`config.mk`:
```
export PLATFORM = sky130hd
export DESIGN_NAME = beam_interval_tachometer_top
export DESIGN_NICKNAME = d
export VERILOG_FILES = /design/src/sv/bitach_pkg.sv /design/src/sv/bitach_div.sv /design/src/sv/beam_interval_tachometer_top.sv
export SDC_FILE = /design/constraint.sdc
export NUM_CORES = 2
export LEC_CHECK = 0
export BUFFER_PORTS_ARGS = -buffer_cell sky130_fd_sc_hd__buf_4
export CAP_MARGIN = 20
export CELL_PAD_IN_SITES_DETAIL_PLACEMENT = 0
export CELL_PAD_IN_SITES_GLOBAL_PLACEMENT = 2
export CORE_MARGIN = 4
export CORE_UTILIZATION = 48
export CTS_CLUSTER_DIAMETER = 30
export DETAILED_ROUTE_END_ITERATION = 10
export HOLD_SLACK_MARGIN = 0.08
export PLACE_DENSITY = 0.95
export SLEW_MARGIN = 20
export SYNTH_ARGS = -nofsm -noshare
export SYNTH_HDL_FRONTEND = slang
export SYNTH_HIERARCHICAL = 1
export SYNTH_SLANG_ARGS = --single-unit
```
`constraint.sdc`:
```
create_clock -name i_clk -period 9.9 [get_ports i_clk]
set_input_delay 1.485 -clock i_clk [delete_from_list [all_inputs] [get_ports i_clk]]
set_output_delay 1.485 -clock i_clk [all_outputs]
set_load 0.005 [all_outputs]
```
`src/sv/bitach_pkg.sv`:
```
// Shared types and constants of the beam interval tachometer.
// Used by the top level and by the bit-serial divider; no dependencies.
`default_nettype none

package bitach_pkg;

    // Ring of stored beam intervals
    localparam int RING_DEPTH = 8;
    localparam int SLOT_W     = $clog2(RING_DEPTH);
    localparam int CNT_W      = $clog2(RING_DEPTH + 2);

    // Field widths
    localparam int TIME_W  = 32;
    localparam int THR_W   = 16;
    localparam int BEAMS_W = 7;
    localparam int RPM_W   = 24;
    localparam int STAT_W  = 2;
    localparam int CFG_IDX_W = 2;

    // Datapath widths: sum of the ring, product avg*beams, divider quotient
    localparam int SUM_W  = TIME_W + $clog2(RING_DEPTH);
    localparam int DEN_W  = TIME_W + BEAMS_W;
    localparam int QUO_W  = (SUM_W > RPM_W) ? SUM_W : RPM_W;
    localparam int STEP_W = $clog2(QUO_W + 1);

    // Reset values
    localparam logic [TIME_W-1:0]  LAST_BREAK_RST = 32'd4294927296;
    localparam logic [THR_W-1:0]   THRESHOLD_RST  = 16'd625;
    localparam logic [BEAMS_W-1:0] BEAMS_RST      = 7'd8;

    // 60 s * 1000 ms * 256 (Q16.8), left-aligned in the divider's dividend
    localparam logic [RPM_W-1:0] RPM_NUM = 24'd15360000;
    localparam logic [RPM_W-1:0] RPM_MAX = {RPM_W{1'b1}};
    localparam logic [QUO_W-1:0] RPM_NUM_ALIGNED =
        QUO_W'(RPM_NUM) << (QUO_W - RPM_W);

    // Divider step counts
    localparam logic [STEP_W-1:0] AVG_STEPS = STEP_W'(SUM_W);
    localparam logic [STEP_W-1:0] RPM_STEPS = STEP_W'(RPM_W);

    // Input kinds
    localparam logic OP_BEAM = 1'b0;
    localparam logic OP_READ = 1'b1;

    // Result status codes
    localparam logic [STAT_W-1:0] ST_VALID  = 2'd0;
    localparam logic [STAT_W-1:0] ST_NODATA = 2'd1;
    localparam logic [STAT_W-1:0] ST_SAT    = 2'd2;

    // Configuration register indexes
    localparam logic [CFG_IDX_W-1:0] CFG_THRESHOLD = 2'd0;
    localparam logic [CFG_IDX_W-1:0] CFG_BEAMS     = 2'd1;

    // Divider request
    typedef struct packed {
        logic              start;
        logic [STEP_W-1:0] steps;
    } t_div_req;

endpackage

`default_nettype wire

```
`src/sv/bitach_div.sv`:
```
// Restoring divider, one quotient bit per cycle, shared by the average and
// the rpm conversion. Depends on bitach_pkg.
`default_nettype none

module bitach_div
    import bitach_pkg::*;
(
    input  wire logic             i_clk,
    input  wire logic             i_rst_n,
    input  wire t_div_req         i_req,
    input  wire logic [QUO_W-1:0] i_dividend,
    input  wire logic [DEN_W-1:0] i_divisor,
    output logic                  o_done,
    output logic [QUO_W-1:0]      o_quot
);

    logic              r_busy;
    logic              r_done;
    logic [STEP_W-1:0] r_cnt;
    logic [QUO_W-1:0]  r_quot;
    logic [DEN_W-1:0]  r_rem;
    logic [DEN_W-1:0]  r_div;

    logic [DEN_W:0] rem_sh;
    logic [DEN_W:0] diff;
    logic           ge;

    // One trial subtraction per cycle
    assign rem_sh = {r_rem, r_quot[QUO_W-1]};
    assign diff   = rem_sh - {1'b0, r_div};
    assign ge     = ~diff[DEN_W];

    // Control
    always_ff @(posedge i_clk) begin
        if (!i_rst_n) begin
            r_busy <= 1'b0;
            r_done <= 1'b0;
            r_cnt  <= '0;
        end else begin
            r_done <= 1'b0;
            if (i_req.start) begin
                r_busy <= 1'b1;
                r_cnt  <= i_req.steps;
            end else if (r_busy) begin
                r_cnt <= r_cnt - 1'b1;
                if (r_cnt == STEP_W'(1)) begin
                    r_busy <= 1'b0;
                    r_done <= 1'b1;
                end
            end
        end
    end

    // Remainder and quotient shift registers
    always_ff @(posedge i_clk) begin
        if (i_req.start) begin
            r_quot <= i_dividend;
            r_rem  <= '0;
            r_div  <= i_divisor;
        end else if (r_busy) begin
            r_rem  <= ge ? diff[DEN_W-1:0] : rem_sh[DEN_W-1:0];
            r_quot <= {r_quot[QUO_W-2:0], ge};
        end
    end

    assign o_done = r_done;
    assign o_quot = r_quot;

endmodule

`default_nettype wire

```
`src/sv/beam_interval_tachometer_top.sv`:
```
// Beam interval tachometer, top level: interval ring, sequencer, output stage.
// Depends on bitach_pkg and bitach_div.
`default_nettype none

// Rotor speed meter fed with millisecond timestamps. A beam event (tuser 0)
// stores the interval since the previous break; it gives no result. A read
// (tuser 1) sums the first n ring entries (n = min(count, 8)), takes 35
// steps of the bit-serial divider for the average, multiplies, and takes 24
// more divider steps for rpm = 15360000 / (avg * beams), unsigned Q16.8; a
// zero denominator gives status "saturated". Reads with fewer than two
// stored intervals finish early with status "no data". One item is in
// work at a time; the result sits in an output register, so the next item
// is taken while it waits, unless a second read completes before the first
// result has been transferred. Configuration writes are always accepted.

module beam_interval_tachometer_top
    import bitach_pkg::*;
(
    input  wire logic                 i_clk,
    input  wire logic                 i_rst_n,
    // input stream
    input  wire logic                 i_s_tvalid,
    output logic                      o_s_tready,
    input  wire logic [TIME_W-1:0]    i_s_tdata,   // [31:0] time_ms
    input  wire logic                 i_s_tuser,   // [0] opcode
    // result stream
    output logic                      o_m_tvalid,
    input  wire logic                 i_m_tready,
    output logic [RPM_W-1:0]          o_m_tdata,   // [23:0] rpm_q8
    output logic [STAT_W-1:0]         o_m_tuser,   // [1:0] speed_status
    // configuration writes
    input  wire logic                 i_cfg_valid,
    output logic                      o_cfg_ready,
    input  wire logic [CFG_IDX_W-1:0] i_cfg_index,
    input  wire logic [THR_W-1:0]     i_cfg_data
);

    localparam logic [3:0] S_IDLE  = 4'd0;
    localparam logic [3:0] S_ELAP  = 4'd1;
    localparam logic [3:0] S_STORE = 4'd2;
    localparam logic [3:0] S_CHK   = 4'd3;
    localparam logic [3:0] S_SUM   = 4'd4;
    localparam logic [3:0] S_D1    = 4'd5;
    localparam logic [3:0] S_D1W   = 4'd6;
    localparam logic [3:0] S_MUL   = 4'd7;
    localparam logic [3:0] S_D2    = 4'd8;
    localparam logic [3:0] S_D2W   = 4'd9;
    localparam logic [3:0] S_OUT   = 4'd10;

    logic [3:0]         r_state;
    logic [3:0]         n_state;

    logic [THR_W-1:0]   r_threshold;
    logic [BEAMS_W-1:0] r_beams;

    logic [TIME_W-1:0]  r_ring [RING_DEPTH];
    logic [CNT_W-1:0]   r_count;
    logic [SLOT_W-1:0]  r_slot;
    logic [TIME_W-1:0]  r_last;

    logic               r_op;
    logic [TIME_W-1:0]  r_time;
    logic [TIME_W-1:0]  r_elapsed;
    logic [CNT_W-1:0]   r_n;
    logic [SLOT_W-1:0]  r_idx;
    logic [SUM_W-1:0]   r_sum;
    logic [DEN_W-1:0]   r_denom;
    logic [RPM_W-1:0]   r_rpm;
    logic [STAT_W-1:0]  r_stat;

    logic               r_mvalid;
    logic [RPM_W-1:0]   r_mdata;
    logic [STAT_W-1:0]  r_muser;

    logic               s_xfer;
    logic               m_xfer;
    logic               do_store;
    logic               out_load;
    logic [CNT_W-1:0]   n_take;

    t_div_req           div_req;
    logic [QUO_W-1:0]   div_dividend;
    logic [DEN_W-1:0]   div_divisor;
    logic               div_done;
    logic [QUO_W-1:0]   div_quot;

    assign s_xfer   = i_s_tvalid && o_s_tready;
    assign m_xfer   = r_mvalid && i_m_tready;
    assign out_load = (r_state == S_OUT) && (!r_mvalid || i_m_tready);
    assign n_take   = (r_count < CNT_W'(RING_DEPTH)) ? r_count : CNT_W'(RING_DEPTH);

    // Beam events always store; reads store only after a long idle time
    assign do_store = (r_state == S_STORE) &&
                      ((r_op == OP_BEAM) || (r_elapsed > TIME_W'(r_threshold)));

    // Configuration registers
    assign o_cfg_ready = 1'b1;
    always_ff @(posedge i_clk) begin
        if (!i_rst_n) begin
            r_threshold <= THRESHOLD_RST;
            r_beams     <= BEAMS_RST;
        end else if (i_cfg_valid) begin
            case (i_cfg_index)
                CFG_THRESHOLD: r_threshold <= i_cfg_data;
                CFG_BEAMS:     r_beams     <= i_cfg_data[BEAMS_W-1:0];
                default: ;
            endcase
        end
    end

    // Sequencer
    always_comb begin
        n_state = r_state;
        case (r_state)
            S_IDLE:  if (s_xfer) n_state = S_ELAP;
            S_ELAP:  n_state = S_STORE;
            S_STORE: n_state = (r_op == OP_BEAM) ? S_IDLE : S_CHK;
            S_CHK:   n_state = (r_count < CNT_W'(2)) ? S_OUT : S_SUM;
            S_SUM:   if (r_idx == SLOT_W'(r_n - 1'b1)) n_state = S_D1;
            S_D1:    n_state = S_D1W;
            S_D1W:   if (div_done) n_state = S_MUL;
            S_MUL:   n_state = S_D2;
            S_D2:    n_state = (r_denom == '0) ? S_OUT : S_D2W;
            S_D2W:   if (div_done) n_state = S_OUT;
            S_OUT:   if (out_load) n_state = S_IDLE;
            default: n_state = S_IDLE;
        endcase
    end

    always_ff @(posedge i_clk) begin
        if (!i_rst_n) begin
            r_state <= S_IDLE;
        end else begin
            r_state <= n_state;
        end
    end

    assign o_s_tready = (r_state == S_IDLE);

    // Ring bookkeeping
    always_ff @(posedge i_clk) begin
        if (!i_rst_n) begin
            r_count <= '0;
            r_slot  <= '0;
            r_last  <= LAST_BREAK_RST;
        end else if (do_store) begin
            r_slot <= (r_slot == SLOT_W'(RING_DEPTH - 1)) ? '0 : r_slot + 1'b1;
            if (r_count < CNT_W'(RING_DEPTH + 1)) begin
                r_count <= r_count + 1'b1;
            end
            if (r_op == OP_BEAM) begin
                r_last <= r_time;
            end
        end
    end

    // Ring entries below the count are always written before they are read
    always_ff @(posedge i_clk) begin
        if (do_store) begin
            r_ring[r_slot] <= r_elapsed;
        end
    end

    // Datapath registers
    always_ff @(posedge i_clk) begin
        case (r_state)
            S_IDLE: begin
                r_op   <= i_s_tuser;
                r_time <= i_s_tdata;
            end
            S_ELAP: r_elapsed <= r_time - r_last;
            S_CHK: begin
                r_n   <= n_take;
                r_idx <= '0;
                r_sum <= '0;
                r_rpm  <= '0;
                r_stat <= ST_NODATA;
            end
            S_SUM: begin
                r_sum <= r_sum + SUM_W'(r_ring[r_idx]);
                r_idx <= r_idx + 1'b1;
            end
            S_MUL: r_denom <= DEN_W'(div_quot[TIME_W-1:0]) * DEN_W'(r_beams);
            S_D2: begin
                r_rpm  <= RPM_MAX;
                r_stat <= ST_SAT;
            end
            S_D2W: begin
                if (div_done) begin
                    r_rpm  <= div_quot[RPM_W-1:0];
                    r_stat <= ST_VALID;
                end
            end
            default: ;
        endcase
    end

    // Divider requests: average first, then the rpm conversion
    always_comb begin
        div_req.start = (r_state == S_D1) || ((r_state == S_D2) && (r_denom != '0));
        div_req.steps = (r_state == S_D1) ? AVG_STEPS : RPM_STEPS;
        div_dividend  = (r_state == S_D1) ? QUO_W'(r_sum) : RPM_NUM_ALIGNED;
        div_divisor   = (r_state == S_D1) ? DEN_W'(r_n) : r_denom;
    end

    bitach_div u_div (
        .i_clk      (i_clk),
        .i_rst_n    (i_rst_n),
        .i_req      (div_req),
        .i_dividend (div_dividend),
        .i_divisor  (div_divisor),
        .o_done     (div_done),
        .o_quot     (div_quot)
    );

    // Output register
    always_ff @(posedge i_clk) begin
        if (!i_rst_n) begin
            r_mvalid <= 1'b0;
        end else if (out_load) begin
            r_mvalid <= 1'b1;
        end else if (m_xfer) begin
            r_mvalid <= 1'b0;
        end
    end

    always_ff @(posedge i_clk) begin
        if (out_load) begin
            r_mdata <= r_rpm;
            r_muser <= r_stat;
        end
    end

    assign o_m_tvalid = r_mvalid;
    assign o_m_tdata  = r_mdata;
    assign o_m_tuser  = r_muser;

endmodule

`default_nettype wire

```
# ---- Word-level counts from Yosys, hierarchy flattened
# Memories as Yosys holds them, arrays and structs flattened. A register that Yosys moved wholly into a read port is not among the register bits.
# Cells that the tools add are included.
dict set report op_classes {
  add_sub_neg 8
  mul 1
  n_lt_le_gt_ge 4
  n_eq_ne 19
  reduce_logical 24
  bitwise_logic 4
  n_mux 33
}
# op n
set ops {}
lappend ops {{$mux W35} 3}
lappend ops {{$pmux W24 S3} 1}
lappend ops {{$pmux W35 S2} 1}
lappend ops {{$pmux W4 S11} 1}
lappend ops {{$sub A40 B39 Y40} 1}
lappend ops {{$logic_not A39 Y1} 1}
lappend ops {{$mul A32 B7 Y39} 1}
lappend ops {{$mux W39} 1}
lappend ops {{$reduce_bool A39 Y1} 1}
lappend ops {{$add A35 B32 Y35} 1}
lappend ops {{$gt A32 B16 Y1} 1}
lappend ops {{$sub A32 B32 Y32} 1}
lappend ops {{$mux W4} 7}
lappend ops {{$mux W24} 1}
lappend ops {{$mux W6} 3}
lappend ops {{$eq A4 B3 Y1 const B} 4}
lappend ops {{$eq A4 B4 Y1 const B} 3}
lappend ops {{$reduce_and A2 Y1} 5}
lappend ops {{$eq A4 B2 Y1 const B} 2}
lappend ops {{$lt A4 B4 Y1 const B} 2}
lappend ops {{$mux W1} 8}
lappend ops {{$add A3 B1 Y3 const B} 2}
lappend ops {{$eq A6 B1 Y1 const B} 1}
lappend ops {{$mux W2} 3}
lappend ops {{23 further kinds} 38}
dict set report word_totals {
  mem_bits_rw 256
  input_bits 56
  reg_bits 386
  mem_count 1
}
# memory words width read_ports rd_clocked_by_memory_dff write_ports line_no
set mem_list {}
lappend mem_list {r_ring 8 32 1 1 1 beam_interval_tachometer_top.sv:56} ;# logic [TIME_W-1:0] r_ring [RING_DEPTH];

# ---- Longest topological paths before layout
dict set report logic_depth {
  ltp_word 5
  depth_mapped 20
  depth_no_buf 19
}

# ---- Modules after synthesis
# Netlist, hierarchy kept.
# module instances cells_per_inst area_each_um2
set modules_own_cells {}
lappend modules_own_cells {beam_interval_tachometer_top 1 2460 30210.2}
lappend modules_own_cells {bitach_div 1 742 7218.2}

# ---- Worst setup path before layout
# OpenSTA, ideal clock, no wires.
dict set report synth_path {
  path_type {register to register}
  startpoint {register r_state[2]}
  endpoint {register u_div.r_quot[0], in the netlist u_div/o_quot[0], enable pin}
  arrival_time_ns 6.010
  path_buffers 2
  setup_slack_ns 3.501
  synth_period_minus_slack_ns 6.399
  stages_incl_launch_ff 7
  cell_sequence {dfxtp_1 > clkbuf_1 > nand2b_1 > o41ai_1 > clkbuf_1 > nor2_1 > inv_1}
}
# item line_no
set synth_rtl {}
lappend synth_rtl {{start: declaration} beam_interval_tachometer_top.sv:50} ;# logic [3:0] r_state;
lappend synth_rtl {{start signal: assignment} beam_interval_tachometer_top.sv:134} ;# r_state <= n_state;
lappend synth_rtl {{end signal: assignment} bitach_div.sv:57} ;# r_quot <= i_dividend;
lappend synth_rtl {{end signal: assignment} bitach_div.sv:62} ;# r_quot <= {r_quot[QUO_W-2:0], ge};
lappend synth_rtl {{end: declaration} bitach_div.sv:20} ;# logic [QUO_W-1:0] r_quot;

# ---- Final worst setup path
dict set report layout_path {
  startpoint {register r_beams[6]}
  endpoint {register r_denom[38] (data pin)}
}
dict set report layout_via {
  elab_chain_cells 1
}
# item line_no
set layout_rtl {}
lappend layout_rtl {{start: declaration} beam_interval_tachometer_top.sv:54} ;# logic [BEAMS_W-1:0] r_beams;
lappend layout_rtl {{start signal: assignment} beam_interval_tachometer_top.sv:105} ;# CFG_BEAMS: r_beams <= i_cfg_data[BEAMS_W-1:0];
lappend layout_rtl {{$mul A32 B7 Y39} beam_interval_tachometer_top.sv:183} ;# S_MUL: r_denom <= DEN_W'(div_quot[TIME_W-1:0]) * DEN_W'(r_beams);
lappend layout_rtl {{end signal: assignment} beam_interval_tachometer_top.sv:183}
lappend layout_rtl {{end: declaration} beam_interval_tachometer_top.sv:67} ;# logic [DEN_W-1:0] r_denom;
# No other way between the ends.
# A chain may end at the register's enable or synchronous reset.

==> results.md <==
- Status: complete, no violations
- Drt pass-1 iters: 5
- HP Class: reg -> reg
- Boundary pin count: 85
- Slew Limit Fails: 0
- CTS H-tree depth: 3
- Total track usage: 0.2163
- Worst path slowest cell: dfxtp_1
- Pre-CTS setup slack: 3.514 ns
- Ys Warns: 6
- Final core occ: 0.5602
- Global route total overflow: 0
- Vias in the first global route: 25,697
- Pwr dens: 228.3 mW/mm^2
- Worst-path maximum fanout: 33
- Layout cells sized above 1: 0.1522
- HPWL after DPL: 61,110 um
- Met2 Routed Length: 44,670 um
- Multi-input logic area: 0.01775 mm^2
- Horiz. Die Dim: 287.2 um
- Commonest non-fill, non-tap cell in the layout: edfxtp_1
- Placement Rows: 102
- CP Cell Sequence: and2_1, fa_1, fa_1, fa_1, inv_1, fa_1, inv_1, ha_1, a21o_1, o21bai_1, and4b_1, a21oi_1, o31ai_1, a211oi_2, o31ai_1, and4_1, nor3_1
- Routability cong.: 0.8677
- Syn Std Cell Area: 0.03743 mm^2
- DIE AREA: 0.08251 mm^2
- Port bufs: 83
- Fmax: 156.1 MHz
- Setup TNS: 0 ns
- Top delay family on crit path: adder cells
- Ratio of final minimum period to clock period: 0.6469
- Critical path endpoint category: register
- Post-synth ARST share: 0
- EDFF count, synth: 528
- RSZ-0062 raised after global routing: no
- Inserted Diodes: 0
- Core area: 0.07734 mm^2
- Wire length on met1: 36,750 um
- Final Critical Period: 6.404 ns
- Final WS setup: 3.496 ns
- Nets: 3,700
- Post-Syn Nets: 3,593
- Reg clk slew, reported paths: 0.05 ns
- Worst-Margin Slew: 1.130 ns
- DRC viols: 0
- Static leakage: 17.50 nW
- Leading register cell type out of synthesis: edfxtp_1
- Critical path class: reg -> reg
- First-pass GRT wire length: 142,200 um
- # fillers: 6,376
- CTS root buffer: clkbuf_16
- Final setup violation count: 0
- Sequential share of the synthesized area: 0.4862
- Fin. Hold Viols: 0
- Synth-to-Final Area Change: 15.76%
- Register Area: 0.01821 mm^2
- TritonCTS buffer count: 117
- Syn Area/Cell: 11.69 um^2
- Synth unique cells: 91
- Routed wire per std cell: 19.84 um
- Most frequent cells in the layout: edfxtp_1 (528), nand2_1 (287), inv_1 (280), and2_1 (243), ha_1 (183)
- # Post-CTS Setup Buffers: 0
- Worst Skew: 0.08396 ns
- Max_slew headroom: 0.2456
- CTS resizes: 0
- Vias: 24,965
- Final wirelength: 88,300 um
- Syn Inst Count: 3,202
- Arrival @ worst endpoint: 6.83 ns
- CTS sink count: 645
- Max Used Layer: met4
- Via/cell ratio: 5.610
- Worst Path Buf+Inv: 2
- Biggest cell delay along the critical path: 1.03 ns
- Routed wl met3: 4339 um
- Initial antenna violation count: 1
- Cell mode on critical path: fa_1
- CTS tree: yes
- Max cap viols: 0
- Starting Density: 0.4840
- Skew-Pair Late Insertion Delay: 0.71 ns
- Largest net degree at the start of global routing: 75
- Initial DRC count: 1,543
- Die H: 287.2 um
- Number of hold buffers added after CTS: 0
- Max Buffers Root-to-Sink: 3
- Post-route ant nets: 0
- CP Data Required Time: 10.32 ns
- Setup crit start kind: register
- #FFs+latches synth: 645
- VDD IR max: 0.2162 mV
## synth_stat cells, drive strengths merged, types with 19 or more instances
cell type | number | area, um^2
a211oi | 22 | 180.2
inv | 281 | 1055
mux2 | 67 | 754.5
o211ai | 37 | 287.8
a21o | 102 | 765.7
nor2 | 164 | 618.1
a31oi | 21 | 146.4
nand2 | 287 | 1077
nand4 | 24 | 150.1
ha | 183 | 2290
nand2b | 21 | 131.4
xnor2 | 70 | 613.1
nor4 | 23 | 143.9
edfxtp | 528 | 15860
nand3 | 45 | 225.2
nor3 | 49 | 250.2
buf | 19 | 118.9
dfxtp | 117 | 2342
mux4 | 64 | 1441
o21a | 22 | 165.2
nor2b | 28 | 175.2
clkbuf | 111 | 416.7
fa | 152 | 3043
xor2 | 49 | 447.9
o21bai | 20 | 150.1
and2 | 244 | 1526
o21ai | 77 | 389.1
and3 | 22 | 138.9
a311oi | 34 | 360.3
a21oi | 156 | 788.3
## cell families (layout without fill, tap and decap cells)
| family | Yosys count | in the layout | synth area share |
|---|---|---|---|
| muxes | 145 | 145 | 0.06241 |
| buffers and inverters | 411 | 619 | 0.04249 |
| AOI/OAI and AO/OA | 569 | 569 | 0.1054 |
| and+or+nand+nor | 976 | 976 | 0.1324 |
| xor gates and xnor gates | 119 | 119 | 0.02835 |
| adders and majority gates | 335 | 335 | 0.1425 |
| other | 2 | 2 | 0.0002006 |
| DFF | 645 | 645 | 0.4862 |
## state kept, by name, indices dropped and copies added, names as in the netlist, 4 cells and up, named ones only
signal	flops
r_time	32
u_div/o_quot	35
r_threshold	16
r_denom	39
u_div/r_cnt	6
r_sum	35
r_state	4
r_last	32
o_m_tdata	24
r_n	4
r_elapsed	32
r_beams	7
u_div/r_div	39
u_div/r_rem	39
r_ring	256
r_count	4
r_rpm	24
## power by group
| part | total [mW] | switching (mW) | internal, mW | leakage [nW] |
|---|---|---|---|---|
| sequential | 3.50 | 0.236 | 3.27 | 5.79 |
| combinational | 2.37 | 1.40 | 0.966 | 9.76 |
| clock | 4.02 | 1.46 | 2.56 | 1.95 |
| total | 9.89 | 3.09 | 6.80 | 17.5 |
## per-stage QoR
stage	power (mW)	hold WS [ns]	area, um^2	instances
after global routing	10.42	0.4192	43330	4450
final	9.892	0.4130	43330	4450
after detailed placement	5.902	0.4045	39200	4228
after CTS	9.963	0.4138	43280	4448
after floorplan	5.290	0.4003	37430	3202
after global placement	5.803	0.4035	39160	4226
## final cells by class
| cell class | instances | share of cell area |
|---|---|---|
| flip-flops and latches | 645 | 0.4202 |
| multi-input cells | 2146 | 0.4098 |
| clock buffers | 130 | 0.06917 |
| well taps | 1040 | 0.03003 |
| clock inverters | 90 | 0.02492 |
| inverters | 281 | 0.02435 |
| repair buffers | 118 | 0.02154 |
## metal layers
metal | GRT usage | vias to the layer above
met5 | 0 | -
met4 | 0.06804 | 0
met3 | 0.03735 | 156
met2 | 0.3739 | 645
met1 | 0.2786 | 12424
li1 | - | 11740
## path summary, 6_finish.rpt
path               from             to  slack (ns)  cells past startpoint
max          r_beams[6]    r_denom[38]        3.50                     17
max reg2reg  r_beams[6]    r_denom[38]        3.50                     17
min           r_rpm[23]  o_m_tdata[23]        0.41                      0
min reg2reg   r_rpm[23]  o_m_tdata[23]        0.41                      0
(Power assumes the default switching activity.)
